$ cat src/sv/tcce_pkg.sv
// Shared types, constants and codes of the text console cursor engine.
package tcce_pkg;

    // Screen geometry.
    localparam int COLUMNS  = 80;
    localparam int ROWS     = 25;
    localparam int CELLS    = COLUMNS * ROWS;

    // Internal widths derived from the geometry.
    localparam int ADDR_W   = $clog2(CELLS);
    localparam int NXT_W    = $clog2(CELLS + COLUMNS);
    localparam int COL_W    = $clog2(COLUMNS);
    localparam int TAB_STOP = 8;
    localparam int TAB_W    = $clog2(TAB_STOP);

    // Fixed field widths of the request payloads.
    localparam int OPCODE_W     = 2;
    localparam int CHAR_W       = 8;
    localparam int CELL_ADDR_W  = 11;
    localparam int CURSOR_POS_W = 11;

    // Character codes.
    localparam logic [CHAR_W-1:0] CH_SPACE    = 8'h20;
    localparam logic [CHAR_W-1:0] CH_BS       = 8'h08;
    localparam logic [CHAR_W-1:0] CH_TAB      = 8'h09;
    localparam logic [CHAR_W-1:0] CH_CR       = 8'h0D;
    localparam logic [CHAR_W-1:0] CH_LF       = 8'h0A;
    localparam logic [CHAR_W-1:0] CH_PRINT_LO = 8'h20;
    localparam logic [CHAR_W-1:0] CH_PRINT_HI = 8'h7F;

    // Command queue depth.
    localparam int Q_DEPTH = 4;
    localparam int Q_PTR_W = $clog2(Q_DEPTH);

    typedef enum logic [OPCODE_W-1:0] {
        OP_PUT   = 2'd0,
        OP_CLEAR = 2'd1,
        OP_READ  = 2'd2,
        OP_NONE  = 2'd3
    } t_opcode;

    typedef struct packed {
        logic [OPCODE_W-1:0]    opcode;
        logic [CHAR_W-1:0]      character;
        logic [CELL_ADDR_W-1:0] cell_address;
    } t_in_req;

    typedef struct packed {
        logic [CURSOR_POS_W-1:0] cursor_position;
        logic                    scrolled;
        logic [CHAR_W-1:0]       cell_value;
    } t_out_req;

    typedef enum logic [2:0] {
        CMD_NOP,
        CMD_PRINT,
        CMD_BS,
        CMD_TAB,
        CMD_CR,
        CMD_LF,
        CMD_CLEAR,
        CMD_READ
    } t_cmd_kind;

    typedef struct packed {
        t_cmd_kind         kind;
        logic [CHAR_W-1:0] character;
        logic [ADDR_W-1:0] addr;
        logic              in_range;
    } t_cmd;

    typedef struct packed {
        logic q_full;
        logic init_busy;
    } t_front_status;

    typedef enum logic [2:0] {
        S_INIT,
        S_IDLE,
        S_READ,
        S_SCROLL,
        S_SCROLL_END,
        S_CLEAR,
        S_DONE
    } t_state;

endpackage

$ cat src/sv/tcce_front.sv
// Front end: accepts requests and classifies them into commands.
module tcce_front (
    input  logic                   i_in_valid,
    input  tcce_pkg::t_in_req      i_in_req,
    output logic                   o_in_stall,
    input  tcce_pkg::t_front_status i_status,
    output logic                   o_push,
    output tcce_pkg::t_cmd         o_cmd
);
    import tcce_pkg::*;

    assign o_in_stall = i_status.q_full | i_status.init_busy;
    assign o_push     = i_in_valid & ~o_in_stall;

    always_comb begin
        o_cmd           = '0;
        o_cmd.kind      = CMD_NOP;
        o_cmd.character = i_in_req.character;
        o_cmd.in_range  = (32'(i_in_req.cell_address) < CELLS);
        // Out-of-range addresses read cell zero; the value is masked later.
        o_cmd.addr      = o_cmd.in_range ? ADDR_W'(i_in_req.cell_address) : '0;
        unique case (i_in_req.opcode)
            OP_PUT: begin
                priority if (i_in_req.character == CH_BS) begin
                    o_cmd.kind = CMD_BS;
                end else if (i_in_req.character == CH_TAB) begin
                    o_cmd.kind = CMD_TAB;
                end else if (i_in_req.character == CH_CR) begin
                    o_cmd.kind = CMD_CR;
                end else if (i_in_req.character == CH_LF) begin
                    o_cmd.kind = CMD_LF;
                end else if (i_in_req.character >= CH_PRINT_LO &&
                             i_in_req.character <= CH_PRINT_HI) begin
                    o_cmd.kind = CMD_PRINT;
                end else begin
                    o_cmd.kind = CMD_NOP;
                end
            end
            OP_CLEAR: o_cmd.kind = CMD_CLEAR;
            OP_READ:  o_cmd.kind = CMD_READ;
            OP_NONE:  o_cmd.kind = CMD_NOP;
        endcase
    end

endmodule

$ cat config.mk
export PLATFORM = sky130hd
export DESIGN_NAME = tcce_front
export DESIGN_NICKNAME = d
export VERILOG_FILES = /design/src/sv/tcce_pkg.sv /design/src/sv/tcce_front.sv
export SDC_FILE = /design/constraint.sdc
export NUM_CORES = 1
export LEC_CHECK = 0
export BUFFER_PORTS_ARGS = -buffer_cell sky130_fd_sc_hd__buf_2
export CORE_AREA = 5 5 42 44
export DETAILED_ROUTE_END_ITERATION = 16
export DIE_AREA = 0 0 47 49
export PLACE_DENSITY = 0.8
export REMOVE_ABC_BUFFERS = 1
export SETUP_SLACK_MARGIN = 0.3
export SLEW_MARGIN = 15
export SYNTH_ARGS = -nofsm -noshare
export SYNTH_HDL_FRONTEND = slang
export SYNTH_SLANG_ARGS = --single-unit
$ cat constraint.sdc
create_clock -name vclk -period 1
set_input_delay 0.2 -clock vclk [all_inputs]
set_output_delay 0.2 -clock vclk [all_outputs]
set_load 0.01 [all_outputs]
Word level (Yosys, flattened, before mapping)
Index checks and enable logic that the tools add are counted.
{"block": "word_totals", "out_inout_bits": 25, "wordCells": 22, "register_bits": 0}
{"block": "op_classes", "n_mux": 7, "bitwise_logic": 3, "n_eq_ne": 7, "order_cmp": 3, "n_reduce_logical": 2}
{"operator": "8-bit by 4-bit equality test with 1-bit output (second input constant)", "n": 4}
{"operator": "3-bit two-way mux", "n": 4}
{"operator": "3-bit one-hot mux with 4 select lines", "n": 1}
{"operator": "11-bit less-than comparator (second input constant)", "n": 1}
{"operator": "11-bit two-way mux", "n": 1}
{"operator": "8-bit by 6-bit greater-or-equal comparator with 1-bit output (second input constant)", "n": 1}
{"operator": "8-bit by 7-bit less-or-equal comparator with 1-bit output (second input constant)", "n": 1}
{"operator": "2-bit equality test (second input constant)", "n": 2}
{"operator": "2-bit by 1-bit equality test with 1-bit output (second input constant)", "n": 1}
{"operator": "2-bit logical NOT", "n": 1}
{"operator": "1-bit AND", "n": 1}
{"operator": "1-bit logical AND", "n": 1}
{"operator": "1-bit two-way mux", "n": 1}
{"operator": "1-bit inverter", "n": 1}
{"operator": "1-bit OR", "n": 1}

Logic depth before layout (Yosys ltp)
{"block": "logic_depth", "depth_word": 8, "depth_mapped": 5, "depth_no_buf": 5}

Least setup slack after synthesis
No wires, ideal clock.
{"block": "synth_path", "kind": "input to output", "start": "input i_in_req[19] (netlist bit)", "end": "output o_cmd[21] (netlist bit)", "t_required_ns": 0.800, "arrival_time_ns": 0.970, "cell_stages": 5, "n_path_buf": 0, "setup_slack_ns": -0.170, "cell_sequence": "inv_1 ha_1 and4bb_1 nand2_1 o31ai_2"}
{"item": "start: declaration", "line": "tcce_front.sv:4", "rtl": "input tcce_pkg::t_in_req i_in_req,"}
{"item": "end: declaration", "line": "tcce_front.sv:8", "rtl": "output tcce_pkg::t_cmd o_cmd"}

==> flow_summary.toml <==
[worst_setup_path]
crit_chain = "buf_8, inv_4, ha_4, and4bb_1, nand2_2, o31ai_2, buf_2"
end_kind = "primary output"
max_stage_delay_ns = 0.23
crit_fanout = 2
crit_slowest_cell = "and4bb_1"
crit_required_ns = 0.80
path_buf_inv = 3
cp_data_arrival_time_ns = 1.08
critPathKind = "in2out"
cp_top_family = "buffers and inverters"
cp-start-kind = "input port"

[detailed_routing]
wirelength_um = 1250
vias = 452
drt-wirelength-per-cell_um = 11.7
routed_via_density = 4.22
drtIter0Drc = 3
drc = 0
drt-pass1-iter-count = 4
ant_nets = 0

[synthesis]
synth_area_per_cell_sq_um = 6.81
synth_top_cell_area_share = 0.265
ys_warn_count = 0
synth_cell_types = 19
synth_area_sq_um = 307
netlist_instances = 45
yosysSeqAreaShare = 0
synth_area_leader_cell = "nor2b_1"
synthTopCellsByArea = "nor2b_1, buf_4, ha_1"

[place]
dp_hpwl_um = 980
dp_cells = 105
place_congestion = 0.657
dp_slack_ns = -0.330
port_buffers = 49

[power_and_ir_drop]
powerDensity_nw_per_um2 = 406
p_total_uw = 280
peakVddDrop_uv = 159
leakage_uw = 0.000368

[hold_path]
hold_path_class = "in2out"

[floorplan]
die_area_sq_um = 2300
io-pin-count = 49
core_sq_um = 1400
die_x_um = 47
initial_core_util = 0.219
fp.dieH_um = 49
fp-row-count = 14

[global_route]
grt_pass1_wl_um = 1840
gr-total-overflow = 0
grt_use_total = 0.100
grt_pass1_vias = 422
grt_max_degree = 7
antenna_found_initial = 0

[sta]
finalHoldViolations = 0
worst_slew_pin_slew_ns = 0.159
finalCritPeriodShare = 1.28
relSlewSlack = 0.894
fin_ws_ns = -0.276
setup_viol = 15
fin_crit_ns = 1.28
max_freq_mhz = 784
final.setup.tns_ns = -1.43
drv_slew = 0
rsz0062_at_grt = "yes"

[outcome]
violations = "setup timing"
status = "complete, but fails checks"

[finish]
fin_util = 0.492
clkbuf_count = 0
fin_nets = 119
synthToLayoutAreaGrowth_pct = 125
regArea_sq_um = 0
finalNonFillerCells = 107
multi_input_area_sq_um = 263
drive_above_1_share = 0.736
seq_cell_count = 0
fillCellCount = 150
antenna_cells = 0

[clock_network]
cts_hold_buffers = 0

[job]
cap_violations = 0
## cell type report
| class | count | share of cell area |
|---|---|---|
| timing repair buffer | 55 | 0.561 |
| multi-input combinational | 32 | 0.381 |
| inverter | 4 | 0.0290 |
| tap | 16 | 0.0290 |
## synth_stat cells
library cell and number:
nor2b_1 13, buf_4 9, inv_1 3, nor2_1 3, ha_1 2, o21ai_1 2
a21oi_1 1, and4bb_1 1, inv_2 1, mux2i_1 1, nand2_1 1, nand2b_1 1
nand2b_2 1, nand4_1 1, nor2_4 1, o21a_1 1, o22ai_1 1, o31ai_2 1
or2_1 1
## path summary, 6_finish.rpt
path | start | endpoint | slack [ns] | cells after the start
setup / recovery | i_in_req[20] | o_cmd[21] | -0.28 | 7
hold / removal | i_in_req[14] | o_cmd[15] | 0.60 | 2
## cells in the final DEF, fill, tap and decap left out, types with 2 or more instances in the layout
cell type / Yosys / routed
buf_2: 0 / 36
buf_6: 0 / 15
nor2b_1: 13 / 11
buf_4: 9 / 3
inv_4: 0 / 2
nor2_1: 3 / 2
## cell families after synthesis
| group | Yosys count | synth area share |
|---|---|---|
| compound gates | 6 | 0.135 |
| fa+ha+maj | 2 | 0.0816 |
| buf+inv | 13 | 0.269 |
| mux | 1 | 0.0327 |
| simple gates | 23 | 0.482 |
## routing by layer
metal	track usage	part of all wire	routed length [um]	vias up
li1	-	-	-	231
met2	0.215	0.65	818	15
met3	0.0111	0.060	75	4
met5	0	0	0	-
met4	0.0138	0.022	28	0
met1	0.0913	0.26	331	202
## power by group
group | switching [uW] | internal [uW]
Combinational | 119 | 161
Sequential | 0 | 0
Clock | 0 | 0
## timing repair
action | 4_1_cts | 5_1_grt
gates cloned | 1 | 0
setup endpoints to repair | 18 | 18
pin swaps | 9 | 2
gates resized for setup | 25 | 7
buffers inserted | 1 | 0
## stage by stage
step	hold slack, ns	instance area (sq um)
floorplan	0.400	239
detailed placement	0.606	534
global route	0.614	689
global placement	0.601	534
finish	0.602	689
CTS	0.606	657
(Power assumes the default switching activity.)
