--- src/sv/tcce_pkg.sv ---
// Shared types, constants and codes of the text console cursor engine.
package tcce_pkg;

    // Screen geometry.
    localparam int COLUMNS  = 80;
    localparam int ROWS     = 25;
    localparam int CELLS    = COLUMNS * ROWS;

    // Internal widths derived from the geometry.
    localparam int ADDR_W   = $clog2(CELLS);
    localparam int NXT_W    = $clog2(CELLS + COLUMNS);
    localparam int COL_W    = $clog2(COLUMNS);
    localparam int TAB_STOP = 8;
    localparam int TAB_W    = $clog2(TAB_STOP);

    // Fixed field widths of the request payloads.
    localparam int OPCODE_W     = 2;
    localparam int CHAR_W       = 8;
    localparam int CELL_ADDR_W  = 11;
    localparam int CURSOR_POS_W = 11;

    // Character codes.
    localparam logic [CHAR_W-1:0] CH_SPACE    = 8'h20;
    localparam logic [CHAR_W-1:0] CH_BS       = 8'h08;
    localparam logic [CHAR_W-1:0] CH_TAB      = 8'h09;
    localparam logic [CHAR_W-1:0] CH_CR       = 8'h0D;
    localparam logic [CHAR_W-1:0] CH_LF       = 8'h0A;
    localparam logic [CHAR_W-1:0] CH_PRINT_LO = 8'h20;
    localparam logic [CHAR_W-1:0] CH_PRINT_HI = 8'h7F;

    // Command queue depth.
    localparam int Q_DEPTH = 4;
    localparam int Q_PTR_W = $clog2(Q_DEPTH);

    typedef enum logic [OPCODE_W-1:0] {
        OP_PUT   = 2'd0,
        OP_CLEAR = 2'd1,
        OP_READ  = 2'd2,
        OP_NONE  = 2'd3
    } t_opcode;

    typedef struct packed {
        logic [OPCODE_W-1:0]    opcode;
        logic [CHAR_W-1:0]      character;
        logic [CELL_ADDR_W-1:0] cell_address;
    } t_in_req;

    typedef struct packed {
        logic [CURSOR_POS_W-1:0] cursor_position;
        logic                    scrolled;
        logic [CHAR_W-1:0]       cell_value;
    } t_out_req;

    typedef enum logic [2:0] {
        CMD_NOP,
        CMD_PRINT,
        CMD_BS,
        CMD_TAB,
        CMD_CR,
        CMD_LF,
        CMD_CLEAR,
        CMD_READ
    } t_cmd_kind;

    typedef struct packed {
        t_cmd_kind         kind;
        logic [CHAR_W-1:0] character;
        logic [ADDR_W-1:0] addr;
        logic              in_range;
    } t_cmd;

    typedef struct packed {
        logic q_full;
        logic init_busy;
    } t_front_status;

    typedef enum logic [2:0] {
        S_INIT,
        S_IDLE,
        S_READ,
        S_SCROLL,
        S_SCROLL_END,
        S_CLEAR,
        S_DONE
    } t_state;

endpackage

--- src/sv/tcce_cmd_queue.sv ---
// Short command queue between the front end and the back end.
module tcce_cmd_queue (
    input  logic           i_clk,
    input  logic           i_rst_n,
    input  logic           i_push,
    input  tcce_pkg::t_cmd i_cmd,
    input  logic           i_pop,
    output tcce_pkg::t_cmd o_head,
    output logic           o_empty,
    output logic           o_full
);
    import tcce_pkg::*;

    t_cmd               r_entries [Q_DEPTH];
    logic [Q_PTR_W-1:0] r_wr_ptr;
    logic [Q_PTR_W-1:0] r_rd_ptr;
    logic [Q_PTR_W:0]   r_count;
    logic               do_push;
    logic               do_pop;

    assign o_empty = (r_count == '0);
    assign o_full  = (r_count == (Q_PTR_W+1)'(Q_DEPTH));
    assign do_push = i_push & ~o_full;
    assign do_pop  = i_pop & ~o_empty;
    assign o_head  = r_entries[r_rd_ptr];

    always_ff @(posedge i_clk) begin
        if (!i_rst_n) begin
            r_wr_ptr <= '0;
            r_rd_ptr <= '0;
            r_count  <= '0;
        end else begin
            if (do_push) begin
                r_wr_ptr <= r_wr_ptr + 1'b1;
            end
            if (do_pop) begin
                r_rd_ptr <= r_rd_ptr + 1'b1;
            end
            if (do_push && !do_pop) begin
                r_count <= r_count + 1'b1;
            end else if (do_pop && !do_push) begin
                r_count <= r_count - 1'b1;
            end
        end
    end

    always_ff @(posedge i_clk) begin
        if (do_push) begin
            r_entries[r_wr_ptr] <= i_cmd;
        end
    end

endmodule

--- config.mk ---
export PLATFORM = sky130hd
export DESIGN_NAME = tcce_cmd_queue
export DESIGN_NICKNAME = d
export VERILOG_FILES = /design/src/sv/tcce_pkg.sv /design/src/sv/tcce_cmd_queue.sv
export SDC_FILE = /design/constraint.sdc
export NUM_CORES = 1
export LEC_CHECK = 0
export ABC_AREA = 1
export BUFFER_PORTS_ARGS = -buffer_cell sky130_fd_sc_hd__buf_2
export CAP_MARGIN = 20
export CORE_AREA = 2 2 92 94
export DETAILED_ROUTE_END_ITERATION = 10
export DIE_AREA = 0 0 94 96
export PLACE_DENSITY = 0.74
export SETUP_SLACK_MARGIN = 0.3
export SKIP_CTS_REPAIR_TIMING = 1
export SLEW_MARGIN = 40
export SYNTH_ARGS = -nofsm -noshare
export SYNTH_HDL_FRONTEND = slang
export SYNTH_SLANG_ARGS = --single-unit
--- constraint.sdc ---
create_clock -name i_clk -period 2.4 [get_ports i_clk]
set_input_delay 0.12 -clock i_clk [delete_from_list [all_inputs] [get_ports i_clk]]
set_output_delay 0.12 -clock i_clk [all_outputs]
set_load 0.02 [all_outputs]
Word-level counts from Yosys, hierarchy flattened:

Memories as Yosys holds them, arrays and structs flattened. A register that Yosys moved wholly into a read port is not among the register bits.
Index checks and enable logic that the tools add are counted.

* bitwise operators: 4
* reductions and logical operators: 6
* add/sub/neg operators: 4
* muxes and demuxes: 6
* equality and inequality tests: 1

Operator list (number)
* $mux W3: 2
* $add A2 B1 Y2 const B: 2
* $mux W2: 2
* $add A3 B1 Y3 const B: 1
* $eq A3 B3 Y1 const B: 1
* $logic_not A3 Y1: 1
* $sub A3 B1 Y3 const B: 1
* $and A1 B1 Y1: 2
* $logic_and A1 B1 Y1: 2
* $logic_not A1 Y1: 2
* $mux W1: 2
* $not A1 Y1: 2
* $reduce_bool A2 Y1: 1

* bits in registers: 7
* bits in writable memories: 92
* logic and storage cells: 25
* output and inout port bits: 25
* input port bits: 27
* memories kept: 1

Memory list
* r_entries: words 4, width 23, read ports 1, clocked after Yosys merged registers in 1, write ports 1, line tcce_cmd_queue.sv:14 `t_cmd r_entries [Q_DEPTH];`

Longest topological paths before layout:

* depth after elaboration: 7
* gate-level depth with buffers: 13

Worst setup path after synthesis:

OpenSTA, ideal clock, no wires.

* path type: register -> register
* start point: reg r_count[0]
* end point: mem r_entries[0][0] (netlist bit) (enable)
* required time: 1997 ps
* data arrival time: 1594 ps
* cell stages (with the launch flop): 5
* setup slack: 403 ps
* cells stage by stage: dfxtp_1 nor2_2 nand2_2 nand2_2 nor2_1

* cells in the longest elaborated chain, start to end: 5

RTL lines
* start, declared: line tcce_cmd_queue.sv:17 `logic [Q_PTR_W:0] r_count;`
* start signal, assigned: line tcce_cmd_queue.sv:40 `r_count <= r_count + 1'b1;`
* start signal, assigned: line tcce_cmd_queue.sv:42 `r_count <= r_count - 1'b1;`
* $eq A3 B3 Y1: line tcce_cmd_queue.sv:22 `assign o_full = (r_count == (Q_PTR_W+1)'(Q_DEPTH));`
* $not A1 Y1: line tcce_cmd_queue.sv:23 `assign do_push = i_push & ~o_full;`
* $and A1 B1 Y1: line tcce_cmd_queue.sv:23
* $mux W1: line tcce_cmd_queue.sv:48 `if (do_push) begin`
* $mux W1 (implied by the code): line tcce_cmd_queue.sv:49 `r_entries[r_wr_ptr] <= i_cmd;`
* end, declared: line tcce_cmd_queue.sv:14

No other way between the ends.

==> flow_summary.json <==
{
  "clock_skew_ns": 0.00384,
  "htree_num_levels": 3,
  "cts_num_sinks": 101,
  "worst_setup_path_start_kind": "flop",
  "max_slew_margin_pct": 62.5,
  "antenna_found_initial": 0,
  "drive_above_1_share_pct": 21.9,
  "clk_latency_ns": 0.35,
  "seq_area_frac_synth_pct": 74.9,
  "post-route-util_pct": 58.9,
  "synth.avg_cell_area_um2": 13.5,
  "cts.clk_slew.worst_paths_ns": 0.08,
  "synthSimpleGateAreaFrac_pct": 8.12,
  "synth-compound-area-share_pct": 10.0,
  "placement.io_buffers": 51,
  "cts_root_buffer": "clkbuf_8",
  "drt_iter0_drc": 141,
  "hold_violations": 0,
  "final_common_cell": "edfxtp_1",
  "grt_max_degree": 47,
  "worstPathArrival_ns": 1.78,
  "track_usage_pct": 16.7,
  "dr.pass1.iters": 4,
  "total_leakage_power_uw": 0.00174,
  "cap_violations": 0,
  "cts_tree": "yes",
  "r2r_start": "r_count[1]",
  "final.setup.tns_ns": 0,
  "reg2reg_slack_ns": 0.56,
  "ant_nets": 0,
  "ios": 52,
  "endpoint_kind": "primary output",
  "min_period_over_period_pct": 79.2,
  "start_util_pct": 48.8,
  "yosys_warnings": 0,
  "grt_pass1_wl_mm": 11.2,
  "tightest_slew_ns": 0.561,
  "hold-path-endpoint": "r_count[2]",
  "ir_drop_mv": 0.735,
  "wire_per_inst_um": 15.9,
  "layout_common_cells": "edfxtp_1 (92), nor2_1 (55), buf_2 (51), o21ai_0 (30)",
  "place.gp.congestion": 0.784,
  "hp-start": "i_rst_n",
  "avgViaCountPerCell": 5.19,
  "drc": 0,
  "synth-xor-area-share_pct": 0.223,
  "synth_nets": 325,
  "rr_endpoint": "r_count[1]",
  "synth.distinct_cells": 22,
  "dieArea_mm2": 0.00902,
  "hold-path-cell-count": 3,
  "status": "finished, final reports clean",
  "core_area_mm2": 0.00805,
  "synth_top_family_by_area": "compound AO/OA/AOI/OAI gates",
  "diodes": 0,
  "die_x_um": 94,
  "syn_to_final_growth_pct": 20.7,
  "grt_overflow_total": 0,
  "drv_slew": 0,
  "fin_crit_ns": 1.90,
  "rsz0062_at_grt": "no",
  "fillers": 639,
  "cts_inserted_buffers": 9,
  "fmax_mhz": 526,
  "cts_max_path_buffers": 2,
  "grt_pass1_vias": 2262,
  "synthAdderAreaFrac_pct": 2.10,
  "synth_seq_cells": 101,
  "reg2reg_depth": 9,
  "path_max_fanout": 32,
  "hold_class": "in -> reg",
  "setup_viol": 0,
  "die_height_um": 96,
  "num_rows": 33,
  "power.density_mw_per_mm2": 1000,
  "synthCells": 292,
  "nets": 403,
  "drt-total-wl_mm": 7.61,
  "dp_hpwl_mm": 4.50,
  "cp_data_required_time_ns": 2.28,
  "vias": 2489,
  "syn_area_mm2": 0.00393,
  "synthMuxAreaShare_pct": 0,
  "critPathKind": "reg -> out"
}
power by group:
| group | internal, µW | switching, µW |
|---|---|---|
| registers | 2140 | 122 |
| logic | 460 | 923 |
| clock network | 570 | 525 |
stage by stage:
stage | area [µm²] | setup slack [ns] | instances | total power [µW] | hold slack, ns
after floorplan | 3930 | 0.403 | 292 | 3250 | 0.219
after global placement | 4300 | 0.645 | 441 | 3620 | 0.334
after detailed placement | 4300 | 0.589 | 441 | 3660 | 0.339
after CTS | 4510 | 0.291 | 457 | 4740 | -0.0409
after global routing | 4740 | 0.370 | 480 | 4980 | 0.0274
final | 4740 | 0.500 | 480 | 4740 | 0.0324
layout make-up:
| cell class | instances | area [µm²] | share of cell area [%] |
|---|---|---|---|
| Clock inverter | 1 | 30.0 | 0.633 |
| Timing Repair Buffer | 80 | 568 | 12.0 |
| Clock buffer | 15 | 176 | 3.72 |
| Inverter | 18 | 75.1 | 1.58 |
| Multi-Input combinational cell | 160 | 815 | 17.2 |
| Sequential cell | 101 | 2950 | 62.1 |
| Tap cell | 105 | 131 | 2.77 |
sequential cells by signal (all words and copies together) (netlist names), named ones only:
register   count
r_rd_ptr       2
r_entries     92
r_wr_ptr       2
r_count        3
how the worst max path moves through the flow:
stage	start	endpoint	slack (ns)
2_1_floorplan	r_count[0]	r_entries[0][0]	0.40
3_3_place_gp	r_count[1]	r_count[1]	0.64
3_5_place_dp	r_count[1]	r_count[1]	0.59
4_1_cts	flop	o_head[9]	0.29
5_1_grt	r_count[0]	r_count[2]	0.37
6_report	flop	o_head[9]	0.50
critical path, stage by stage, from the launching register on:
cell and delay [ns]:
dfxtp_4 0.58, buf_4 0.28, o21ai_0 0.13, o22ai_1 0.23
buf_2 0.20
per-layer routing:
metal	GRT usage [%]	part of all wire (%)	vias up
met5	0	0	-
met1	20.4	42	1206
met4	7.97	1.5	0
met2	28.3	51	65
li1	-	-	1210
met3	3.92	5.5	8
cell families after synthesis:
kind of cell	after synthesis
flops	101
simple gates	80
compound gates	73
buf+inv	31
fa+ha+maj	6
xor+xnor	1
cell usage after synthesis:
master | number | area (µm²)
o21ai_0 | 30 | 150
inv_8 | 1 | 11.3
inv_1 | 15 | 56.3
buf_4 | 2 | 15.0
a21oi_1 | 3 | 15.0
dfxtp_1 | 9 | 180
ha_1 | 5 | 62.6
edfxtp_1 | 92 | 2760
buf_6 | 6 | 67.6
o21ai_1 | 17 | 85.1
buf_2 | 4 | 20.0
o22ai_1 | 23 | 144
nor2_1 | 59 | 221
fa_1 | 1 | 20.0
clkbuf_2 | 1 | 5.00
nand3b_1 | 1 | 7.51
xor2_1 | 1 | 8.76
nor2_2 | 1 | 6.26
inv_2 | 2 | 7.51
nand2_1 | 12 | 45.0
nand3_1 | 4 | 20.0
nand2_2 | 3 | 18.8
Power figures use the tool's default switching activity.
